==> config.mk <==
export PLATFORM = sky130hd
export DESIGN_NAME = size_class_page_allocator
export DESIGN_NICKNAME = d
export VERILOG_FILES = /design/src/rtl/core/scpa_pkg.sv /design/src/rtl/core/size_class_page_allocator.sv /design/src/rtl/core/scpa_ctrl.sv /design/src/rtl/core/scpa_datapath.sv
export SDC_FILE = /design/constraint.sdc
export NUM_CORES = 1
export LEC_CHECK = 0
export BUFFER_PORTS_ARGS = -buffer_cell sky130_fd_sc_hd__clkbuf_2
export CAP_MARGIN = 10
export CORE_MARGIN = 8
export CORE_UTILIZATION = 55
export CTS_BUF_LIST = sky130_fd_sc_hd__clkbuf_8
export CTS_CLUSTER_SIZE = 40
export DETAILED_ROUTE_END_ITERATION = 7
export GPL_TIMING_DRIVEN = 0
export PLACE_DENSITY = 0.73
export SLEW_MARGIN = 20
export SYNTH_ARGS = -nofsm -noshare
export SYNTH_HDL_FRONTEND = slang
export SYNTH_SLANG_ARGS = --single-unit
==> constraint.sdc <==
create_clock -name clk_i -period 7.9 [get_ports clk_i]
set_clock_uncertainty 0.05 [all_clocks]
set_input_delay 1.185 -clock clk_i [delete_from_list [all_inputs] [get_ports clk_i]]
set_output_delay 1.185 -clock clk_i [all_outputs]
set_load 0.005 [all_outputs]
==> src/rtl/core/scpa_pkg.sv <==
// ----------------------------------------------------------------------------
// scpa_pkg
// Shared constants, state type and control structures of the size class page
// allocator.
// ----------------------------------------------------------------------------
package scpa_pkg;

  localparam int unsigned PageCount  = 8;
  localparam int unsigned PageBytes  = 256;
  localparam int unsigned ClassCount = 4;
  localparam int unsigned MinClassBytes = 16;

  localparam int unsigned SizeW     = 12;
  localparam int unsigned AddrW     = 11;
  localparam int unsigned PageIdxW  = $clog2(PageCount);
  localparam int unsigned PageShift = $clog2(PageBytes);
  localparam int unsigned ClassIdxW = (ClassCount > 1) ? $clog2(ClassCount) : 1;
  localparam int unsigned MinShift  = $clog2(MinClassBytes);
  localparam int unsigned OffsetW   = PageShift;
  localparam int unsigned BlocksW   = PageShift - MinShift + 1;
  localparam int unsigned RunW      = $clog2(PageCount + 1);
  localparam int unsigned NeedW     = SizeW - PageShift + 1;

  typedef enum logic [1:0] {
    StIdle,
    StClassify,
    StScan,
    StFinish
  } scpa_state_e;

  // Commands from the controller to the datapath.
  typedef struct packed {
    logic load;
    logic scan_clear;
    logic scan_step;
    logic commit;
  } scpa_cmd_t;

  // Status from the datapath to the controller.
  typedef struct packed {
    logic no_scan;
    logic scan_last;
  } scpa_status_t;

endpackage

==> src/rtl/core/size_class_page_allocator.sv <==
// ----------------------------------------------------------------------------
// size_class_page_allocator
// Slab allocator over a pool of pages: small requests are served from
// power-of-two size classes, large ones take whole pages.
// ----------------------------------------------------------------------------
// The result strobe rises after the Classify and Finish states when a small
// request hits its class's current page or the size is zero; otherwise the
// page scan runs between them at one page per cycle over all eight pages.
// A new request is taken only while the allocator is idle (busy_o low).
// The result is shown for one cycle on result_valid_o and cannot be stalled.
// Reset is asynchronous and marks every page free with no current class pages.
module size_class_page_allocator (
  input  logic                       clk_i,
  input  logic                       rst_ni,
  input  logic                       start_i,
  output logic                       busy_o,
  input  logic [scpa_pkg::SizeW-1:0] request_size_i,
  output logic                       result_valid_o,
  output logic                       granted_o,
  output logic [scpa_pkg::AddrW-1:0] block_address_o
);

  scpa_pkg::scpa_cmd_t    cmd;
  scpa_pkg::scpa_status_t status;

  scpa_ctrl u_ctrl (
    .clk_i    (clk_i),
    .rst_ni   (rst_ni),
    .start_i  (start_i),
    .busy_o   (busy_o),
    .status_i (status),
    .cmd_o    (cmd)
  );

  scpa_datapath u_datapath (
    .clk_i           (clk_i),
    .rst_ni          (rst_ni),
    .cmd_i           (cmd),
    .status_o        (status),
    .request_size_i  (request_size_i),
    .result_valid_o  (result_valid_o),
    .granted_o       (granted_o),
    .block_address_o (block_address_o)
  );

endmodule

==> src/rtl/core/scpa_ctrl.sv <==
// ----------------------------------------------------------------------------
// scpa_ctrl
// Sequencer of the allocator: latches a request, runs the page scan when one
// is needed and commits the allocation.
// ----------------------------------------------------------------------------
module scpa_ctrl (
  input  logic                  clk_i,
  input  logic                  rst_ni,
  input  logic                  start_i,
  output logic                  busy_o,
  input  scpa_pkg::scpa_status_t status_i,
  output scpa_pkg::scpa_cmd_t    cmd_o
);

  scpa_pkg::scpa_state_e state_q, state_d;

  always_ff @(posedge clk_i or negedge rst_ni) begin
    if (!rst_ni) begin
      state_q <= scpa_pkg::StIdle;
    end else begin
      state_q <= state_d;
    end
  end

  always_comb begin
    state_d = state_q;
    cmd_o   = '0;
    busy_o  = 1'b1;
    case (state_q)
      scpa_pkg::StIdle: begin
        busy_o = 1'b0;
        if (start_i) begin
          cmd_o.load = 1'b1;
          state_d    = scpa_pkg::StClassify;
        end
      end
      scpa_pkg::StClassify: begin
        cmd_o.scan_clear = 1'b1;
        if (status_i.no_scan) begin
          state_d = scpa_pkg::StFinish;
        end else begin
          state_d = scpa_pkg::StScan;
        end
      end
      scpa_pkg::StScan: begin
        cmd_o.scan_step = 1'b1;
        if (status_i.scan_last) begin
          state_d = scpa_pkg::StFinish;
        end
      end
      scpa_pkg::StFinish: begin
        cmd_o.commit = 1'b1;
        state_d      = scpa_pkg::StIdle;
      end
      default: begin
        state_d = scpa_pkg::StIdle;
      end
    endcase
  end

endmodule

==> src/rtl/core/scpa_datapath.sv <==
// ----------------------------------------------------------------------------
// scpa_datapath
// Page map, per-class slab state, the page scan and the result register of
// the allocator.
// ----------------------------------------------------------------------------
module scpa_datapath (
  input  logic                          clk_i,
  input  logic                          rst_ni,
  input  scpa_pkg::scpa_cmd_t            cmd_i,
  output scpa_pkg::scpa_status_t         status_o,
  input  logic [scpa_pkg::SizeW-1:0]    request_size_i,
  output logic                          result_valid_o,
  output logic                          granted_o,
  output logic [scpa_pkg::AddrW-1:0]    block_address_o
);

  localparam int unsigned PW = scpa_pkg::PageIdxW;
  localparam int unsigned CW = scpa_pkg::ClassIdxW;

  logic [scpa_pkg::SizeW-1:0]   size_q;
  logic [scpa_pkg::PageCount-1:0] free_map_q;
  logic [scpa_pkg::ClassCount-1:0] cls_valid_q;
  logic [PW-1:0]                   cls_page_q [scpa_pkg::ClassCount];
  logic [scpa_pkg::OffsetW-1:0]    cls_off_q  [scpa_pkg::ClassCount];
  logic [scpa_pkg::BlocksW-1:0]    cls_left_q [scpa_pkg::ClassCount];

  logic [PW-1:0]               scan_page_q;
  logic [scpa_pkg::RunW-1:0]   run_q;
  logic [PW-1:0]               start_q;
  logic                        found_q;

  logic                        res_valid_q;
  logic                        res_granted_q;
  logic [scpa_pkg::AddrW-1:0]  res_addr_q;

  // Request decode.
  logic                          is_zero, is_small, first_mode, small_hit;
  logic [CW-1:0]                 cls_idx;
  logic [scpa_pkg::OffsetW:0]    cls_bytes;
  logic [scpa_pkg::BlocksW-1:0]  cls_blocks;
  logic [scpa_pkg::SizeW:0]      size_round;
  logic [scpa_pkg::NeedW-1:0]    need;

  always_comb begin
    is_zero  = (size_q == '0);
    is_small = (size_q < scpa_pkg::SizeW'(scpa_pkg::PageBytes / 2));
    cls_idx  = '0;
    for (int k = scpa_pkg::ClassCount - 1; k >= 0; k--) begin
      if (size_q <= scpa_pkg::SizeW'(scpa_pkg::MinClassBytes << k)) begin
        cls_idx = CW'(k);
      end
    end
    cls_bytes  = (scpa_pkg::OffsetW + 1)'(scpa_pkg::MinClassBytes) << cls_idx;
    cls_blocks = scpa_pkg::BlocksW'(
                   (scpa_pkg::PageBytes >> scpa_pkg::MinShift) >> cls_idx);
    size_round = {1'b0, size_q} + (scpa_pkg::SizeW + 1)'(scpa_pkg::PageBytes - 1);
    need       = size_round[scpa_pkg::SizeW:scpa_pkg::PageShift];
    small_hit  = !is_zero && is_small && cls_valid_q[cls_idx];
    first_mode = is_small || (need == scpa_pkg::NeedW'(1));
  end

  assign status_o.no_scan   = is_zero || small_hit;
  assign status_o.scan_last = (scan_page_q == PW'(scpa_pkg::PageCount - 1));

  // One page of the scan per cycle.
  logic                       page_is_free;
  logic [scpa_pkg::RunW-1:0]  run_inc;
  logic [scpa_pkg::RunW:0]    run_start;

  always_comb begin
    page_is_free = free_map_q[scan_page_q];
    run_inc      = run_q + scpa_pkg::RunW'(1);
    run_start    = (scpa_pkg::RunW + 1)'(scan_page_q) + (scpa_pkg::RunW + 1)'(1)
                 - (scpa_pkg::RunW + 1)'(need);
  end

  always_ff @(posedge clk_i or negedge rst_ni) begin
    if (!rst_ni) begin
      scan_page_q <= '0;
      run_q       <= '0;
      found_q     <= 1'b0;
    end else if (cmd_i.scan_clear) begin
      scan_page_q <= '0;
      run_q       <= '0;
      found_q     <= 1'b0;
    end else if (cmd_i.scan_step) begin
      scan_page_q <= scan_page_q + PW'(1);
      if (page_is_free) begin
        run_q <= run_inc;
        if (first_mode) begin
          if (!found_q) begin
            found_q <= 1'b1;
          end
        end else if ({{(scpa_pkg::NeedW - scpa_pkg::RunW){1'b0}}, run_inc} == need) begin
          found_q <= 1'b1;
        end
      end else begin
        run_q <= '0;
      end
    end
  end

  always_ff @(posedge clk_i) begin
    if (cmd_i.load) begin
      size_q <= request_size_i;
    end
    if (cmd_i.scan_step && page_is_free) begin
      if (first_mode) begin
        if (!found_q) begin
          start_q <= scan_page_q;
        end
      end else if ({{(scpa_pkg::NeedW - scpa_pkg::RunW){1'b0}}, run_inc} == need) begin
        start_q <= run_start[PW-1:0];
      end
    end
  end

  // Pages taken by a large (whole-page) allocation.
  logic [scpa_pkg::PageCount-1:0] take_mask;
  always_comb begin
    for (int p = 0; p < scpa_pkg::PageCount; p++) begin
      take_mask[p] = ((PW + 1)'(p) >= {1'b0, start_q}) &&
                     ((scpa_pkg::NeedW + PW)'(p) <
                      (scpa_pkg::NeedW + PW)'(start_q) + (scpa_pkg::NeedW + PW)'(need));
    end
  end

  // Commit decision.
  logic                          ok;
  logic [PW-1:0]                 res_page;
  logic [scpa_pkg::OffsetW-1:0]  res_off;
  logic [scpa_pkg::BlocksW-1:0]  left_now, left_next;
  logic [scpa_pkg::OffsetW-1:0]  off_now;

  always_comb begin
    left_now  = small_hit ? cls_left_q[cls_idx] : cls_blocks;
    off_now   = small_hit ? cls_off_q[cls_idx] : '0;
    left_next = left_now - scpa_pkg::BlocksW'(1);
    res_page  = small_hit ? cls_page_q[cls_idx] : start_q;
    res_off   = off_now;
    if (is_zero) begin
      ok = 1'b0;
    end else if (small_hit) begin
      ok = 1'b1;
    end else begin
      ok = found_q;
    end
    if (!is_small) begin
      res_off = '0;
    end
  end

  always_ff @(posedge clk_i or negedge rst_ni) begin
    if (!rst_ni) begin
      free_map_q  <= '1;
      cls_valid_q <= '0;
      res_valid_q <= 1'b0;
    end else begin
      res_valid_q <= cmd_i.commit;
      if (cmd_i.commit && ok) begin
        if (is_small) begin
          cls_valid_q[cls_idx] <= (left_next != '0);
          if (!small_hit) begin
            free_map_q[start_q] <= 1'b0;
          end
        end else begin
          free_map_q <= free_map_q & ~take_mask;
        end
      end
    end
  end

  always_ff @(posedge clk_i) begin
    if (cmd_i.commit) begin
      res_granted_q <= ok;
      res_addr_q    <= ok ? scpa_pkg::AddrW'({res_page, res_off}) : '0;
      if (ok && is_small) begin
        cls_page_q[cls_idx] <= res_page;
        cls_left_q[cls_idx] <= left_next;
        cls_off_q[cls_idx]  <= off_now + cls_bytes[scpa_pkg::OffsetW-1:0];
      end
    end
  end

  assign result_valid_o  = res_valid_q;
  assign granted_o       = res_granted_q;
  assign block_address_o = res_addr_q;

endmodule
After elaboration in Yosys (flattened, before gate mapping) --
Memories as Yosys holds them, arrays and structs flattened. Index checks and enable logic that the tools add are counted.
Operators by class: bitwise operators 4, add/subtract/negate cells 8, shift-type cells 2, mux-type cells 46, order comparisons 25, reductions and logical operators 30, equal/unequal tests 10
Operators with widths (count):
- 3-bit by 8-bit less-than comparator with 1-bit output (first input constant) | 4
- 8-bit two-way mux | 3
- 1-bit two-way mux | 21
- 3-bit two-way mux | 6
- 8-bit AND | 2
- 1-bit by 8-bit less-than comparator with 1-bit output (first input constant) | 2
- 2-bit by 8-bit less-than comparator with 1-bit output (first input constant) | 2
- 8-bit inverter | 2
- 1-bit logical AND | 14
- 12-bit by 8-bit adder with 13-bit output (second input constant) | 1
- 12-bit by 5-bit less-or-equal comparator with 1-bit output (second input constant) | 1
- 12-bit by 6-bit less-or-equal comparator with 1-bit output (second input constant) | 1
- 12-bit by 7-bit less-or-equal comparator with 1-bit output (second input constant) | 1
- 12-bit by 8-bit less-or-equal comparator with 1-bit output (second input constant) | 1
- 12-bit logical NOT | 1
- 12-bit by 8-bit less-than comparator with 1-bit output (second input constant) | 1
- 2-bit two-way mux | 6
- 4-bit two-way mux | 3
- 3-bit greater-or-equal comparator (first input constant) | 3
- 8-bit adder | 1
- 3-bit by 4-bit less-than comparator with 1-bit output (second input constant) | 2
- 2-bit != test (second input constant) | 4
- 2-bit one-hot mux with 4 select lines | 1
- 2-bit AND reduction | 4
- 30 further kinds | 38
Storage, ports and cells: RAM bits 64, input bits 15, logic and storage cells 140, bits in registers 50, memories kept 3
Memory list:
- u_datapath.cls_off_q | depth 4, width 8, read ports 1, clocked after Yosys merged registers in 0, wr ports 1, RTL line scpa_datapath.sv:24 | logic [scpa_pkg::OffsetW-1:0] cls_off_q [scpa_pkg::ClassCount];
- u_datapath.cls_left_q | depth 4, width 5, read ports 1, clocked after Yosys merged registers in 0, wr ports 1, RTL line scpa_datapath.sv:25 | logic [scpa_pkg::BlocksW-1:0] cls_left_q [scpa_pkg::ClassCount];
- u_datapath.cls_page_q | depth 4, width 3, read ports 1, clocked after Yosys merged registers in 0, wr ports 1, RTL line scpa_datapath.sv:23 | logic [PW-1:0] cls_page_q [scpa_pkg::ClassCount];

Longest topological paths before layout --
word-level depth 14, depth in mapped cells 14, depth with buffers taken out 13

Hierarchy --
Synthesis repeated with hierarchy kept, for this count alone.
Unflattened totals: cells, all modules 409, area total of the unflattened synthesis 5341.4 sq um
Modules (own cells, without submodules):
- scpa_datapath | times used 1, area each 5149.9 sq um, cells each 390
- scpa_ctrl | times used 1, area each 191.4 sq um, cells each 19

Worst setup path after synthesis --
Ideal clock, no wire load.
path kind register to register, from register u_datapath.size_q[3] (netlist name), to memory u_datapath.cls_off_q[0][7] (netlist name) (data pin), arrival 3.285 ns, stages on the path, launching flop included 15, slack 4.291 ns, period minus slack after synthesis 3.609 ns, setup time 0.275 ns, data required time 7.575 ns, cell sequence edfxtp_1 or4_4 buf_6 o311a_4 o211ai_4 nand4_4 nand2b_2 clkbuf_1 clkbuf_1 a21oi_1 ha_1 a21o_1 a21oi_1 xnor2_1 xnor2_1
On the way: longest elaborated chain between the ends 10, elaborated cells on any way between the ends 19, classes of those cells add/sub: 1; order compare: 5; shift: 1; mux: 7; reduce/logical: 4; memory: 1
Ends and longest elaborated chain:
- start: declaration | RTL line scpa_datapath.sv:20 | logic [scpa_pkg::SizeW-1:0] size_q;
- start signal: assignment | RTL line scpa_datapath.sv:105 | size_q <= request_size_i;
- 12-bit by 8-bit less-or-equal comparator with 1-bit output | RTL line scpa_datapath.sv:49 | if (size_q <= scpa_pkg::SizeW'(scpa_pkg::MinClassBytes << k)) begin
- 2-bit two-way mux (4 in a row) | RTL line scpa_datapath.sv:49
- 1-bit binary-select mux with 2-bit select | RTL line scpa_datapath.sv:58 | small_hit = !is_zero && is_small && cls_valid_q[cls_idx];
- 1-bit two-way mux (not written as such) | RTL line scpa_datapath.sv:58
- 1-bit logical AND | RTL line scpa_datapath.sv:58
- 8-bit two-way mux (*) | RTL line scpa_datapath.sv:137 | off_now = small_hit ? cls_off_q[cls_idx] : '0;
- via u_datapath.off_now, one bit | RTL line scpa_datapath.sv:133 | logic [scpa_pkg::OffsetW-1:0] off_now;
- 8-bit adder (*) | RTL line scpa_datapath.sv:180 | cls_off_q[cls_idx] <= off_now + cls_bytes[scpa_pkg::OffsetW-1:0];
- end: declaration | RTL line scpa_datapath.sv:24
Mark *: on every way through the listed nets, which the timed path passes. The rest lies on a longest branch. The select of a mux whose other input is x is not followed.

Worst setup path after layout --
from register u_datapath.size_q[4] (netlist name), to memory u_datapath.cls_off_q[1][7] (netlist name) (data pin)
Same word-level chain as after synthesis.

==> out/results.txt <==
status: completed
Final Non-Filler Cells: 612
path type of the worst setup path: flop to flop
GR Util met1: 23.51%
number of placed cells counting well taps: 580
Crit. End Element: flop
GR Util met3: 4.429%
CTS H-tree lvls: 4
port bufs: 28
most used cell, CP: a21oi_1
clk buf depth: 2
Starting DRT DRC Count: 326
f_max: 0.2235 GHz
Unique masters post-synth: 66
Yosys reg bits: 114
fin crit period: 4.475 ns
async set or reset register ratio after synthesis: 20.18%
Routed WL: 11.29 mm
DIE AREA: 0.01344 mm²
grt peak-use layer: met2
detailed placer's ending HPWL: 7.594 mm
Remaining DRCs: 0
Final ANT Viol Nets: 0
Power Dens Cells: 256.2 mW/mm²
share of cells above drive strength 1: 19.00%
chip height: 115.9 µm
Max-slew headroom: 47.97%
largest net degree at the start of global routing: 24
CP Max Fanout: 10
final setup vio count: 0
Setup TNS: 0 ns
Worst Hold Class: flop to flop
Die Wd: 115.9 µm
Min-Delay Path Depth: 1
Clock transition at path regs: 0.08 ns
Layout area overhead: 13.16%
number of hold buffers added after cts: 0
vias in the first global route: 3646
commonest register cell after synthesis: edfxtp_1
r2r worst-path depth: 14
Clk Latency, worst-skew pair: 0.45 ns
core area: 0.009729 mm²
Routability Congestion: 0.8833
IO Count: 29
CP required: 8.09 ns
Max Transition Viols Final: 0
GR Util met2: 28.55%
num rows: 36
count of flip-flops with a built-in enable after synthesis: 91
Initial Util: 56.47%
yosys warns: 0
overflow left after global routing: 0
Setup Fix Bufs, Post-CTS: 0
# nets final: 502
max-cap violations: 0
worst vdd ir: 138.1 µV
CP arrival: 4.66 ns
initial antenna violation count: 0
Total GRT Usage: 18.40%
slowest cell delay on critical path: 0.53 ns
final hold violation count: 0
Tcrit/Tclk final: 56.64%
first-pass GRT wire length: 18.60 mm
CTS Sinks: 114
CTS tree: yes
RSZ-0062 raised after global routing: no
CTS buffer count: 17
Post-Syn Nets: 455
via count: 3688
DR WL/cell: 18.45 µm
Mapped Avg Cell Area: 13.11 µm²
Synth Instances: 419
clock root cell: clkbuf_8
P_leak: 2.326 nW
synthesized cell area: 0.005494 mm²
Pre-antenna DRT Iters: 8
Least-Margin Pin Slew: 0.7796 ns
# diodes: 0
Seq/Total Area, Yosys: 60.40%
cell chain of the critical path: clkbuf_2 -> nor4b_1 -> a21oi_1 -> a22oi_1 -> nand4_4 -> nand2b_2 -> clkbuf_1 -> clkbuf_1 -> a21oi_1 -> ha_1 -> a21o_1 -> a21oi_1 -> xnor2_1 -> xnor2_1
routed vias/inst: 6.026
CP max stage cell: nor4b_1
# resized after CTS: 0
crit start category: flop
-- metrics by stage --
step	utilization (%)	worst slack (ns)	hold WS, ns	instance area [µm²]	total power [mW]
6_report	63.90	3.425	0.4099	6217	1.593
5_1_grt	63.90	3.023	0.4222	6217	1.672
4_1_cts	63.90	3.463	0.4124	6217	1.605
3_5_place_dp	59.62	3.525	0.4013	5801	1.035
3_3_place_gp	59.62	3.635	0.3950	5801	1.023
2_1_floorplan	-	4.291	0.3886	5494	0.9444
-- sequential cells by signal, indices dropped and copies added, names as in the netlist, 2 cells and up --
register and count:
u_ctrl.state_q 2, u_datapath.block_address_o 11, u_datapath.cls_left_q 20, u_datapath.cls_off_q 32
u_datapath.cls_page_q 12, u_datapath.cls_valid_q 4, u_datapath.free_map_q 8, u_datapath.run_q 4
u_datapath.scan_page_q 3, u_datapath.size_q 12, u_datapath.start_q 3
-- cell type report --
type | instances | area, µm²
timing repair buffer | 28 | 140.1
clock inverter | 15 | 182.7
tap | 133 | 166.4
inverter | 33 | 123.9
fill | 751 | 3512
sequential | 114 | 3318
multi-input combinational | 260 | 1998
buffer | 12 | 53.80
clock buffer | 17 | 234.0
-- critical path, delay by kind of cell, from the launching register on --
family	cells	cell delay, ns
simple gates	3	0.94
compound gates	5	1.09
xor+xnor	2	0.41
flops	1	0.36
buf+inv	3	1.18
fa+ha+maj	1	0.24
-- Yosys cell counts, types with 3 or more instances --
cell,count,area share (%)
a22oi_1,23,3.1
nand2_1,16,1.1
nor2b_1,4,0.46
nor2_1,7,0.48
dfrtp_1,15,6.8
o31ai_1,4,0.55
and2_1,7,0.80
o41a_1,4,0.82
a222oi_1,3,0.55
a31oi_1,6,0.68
nand3_1,3,0.27
nand4_1,5,0.57
a21oi_1,34,3.1
o21a_1,3,0.41
nor3_1,8,0.73
mux2i_1,3,0.55
nand3b_1,5,0.68
xnor2_1,15,2.4
o211ai_1,8,1.1
nand2b_1,11,1.3
inv_1,32,2.2
clkbuf_1,8,0.55
dfstp_2,8,3.8
xor2_1,4,0.64
o22ai_1,4,0.46
edfxtp_1,91,50
o21ai_0,18,1.6
ha_1,19,4.3
-- power breakdown --
group	switching [mW]	internal (mW)	leakage (nW)	total, mW
registers	0.0354	0.704	1.16	0.740
clock network	0.259	0.315	0.208	0.574
logic	0.166	0.113	0.961	0.279
-- placed cells by master, fill, tap and decap left out, types with 3 or more instances in the layout --
master,count
a22oi_1,23
edfxtp_1,91
clkbuf_2,29
xor2_1,4
o31ai_1,4
o41a_1,4
nand4_1,5
a31oi_1,6
clkbuf_8,17
mux2i_1,3
nand3_1,3
inv_1,32
nor3_1,8
nand2b_1,11
o22ai_1,4
xnor2_1,15
o211ai_1,8
inv_6,3
o21a_1,3
a21oi_1,34
dfstp_2,8
bufinv_16,3
nor2_1,7
a222oi_1,3
ha_1,19
dfrtp_1,15
o21ai_0,18
nand3b_1,5
clkinv_4,4
clkbuf_1,8
nand2_1,16
and2_1,7
nor2b_1,4
-- cell families (layout without fill, tap and decap cells) --
group	count (synthesis)	after routing	share of synthesized area [%]
AO/OA/AOI/OAI	128	128	16.56
XOR/XNOR	19	19	3.029
adder cells (fa/ha/maj)	21	21	5.056
buffers and inverters	45	105	3.234
flip-flops	114	114	60.40
multiplexers	7	7	1.776
AND/OR/NAND/NOR	85	85	9.952
-- worst paths after layout --
| path | startpoint | end | slack (ns) |
|---|---|---|---|
| max in group asynchronous | rst_ni | u_ctrl.state_q[1] | 6.70 |
| setup / recovery | u_datapath.size_q[4] | u_datapath.cls_off_q[1][7] | 3.43 |
| setup reg to reg | u_datapath.size_q[4] | u_datapath.cls_off_q[1][7] | 3.43 |
| hold reg to reg | u_datapath.free_map_q[6] | u_datapath.free_map_q[6] | 0.41 |
| min in group asynchronous | rst_ni | u_datapath.scan_page_q[0] | 0.69 |
| hold / removal | u_datapath.free_map_q[6] | u_datapath.free_map_q[6] | 0.41 |
-- routing by layer --
| layer | up-vias | routed length [µm] |
|---|---|---|
| met2 | 126 | 5399 |
| met5 | - | 0 |
| met4 | 0 | 228 |
| met1 | 1820 | 5023 |
| li1 | 1721 | - |
| met3 | 21 | 641 |
No activity file was read; power rests on OpenSTA's default activity.
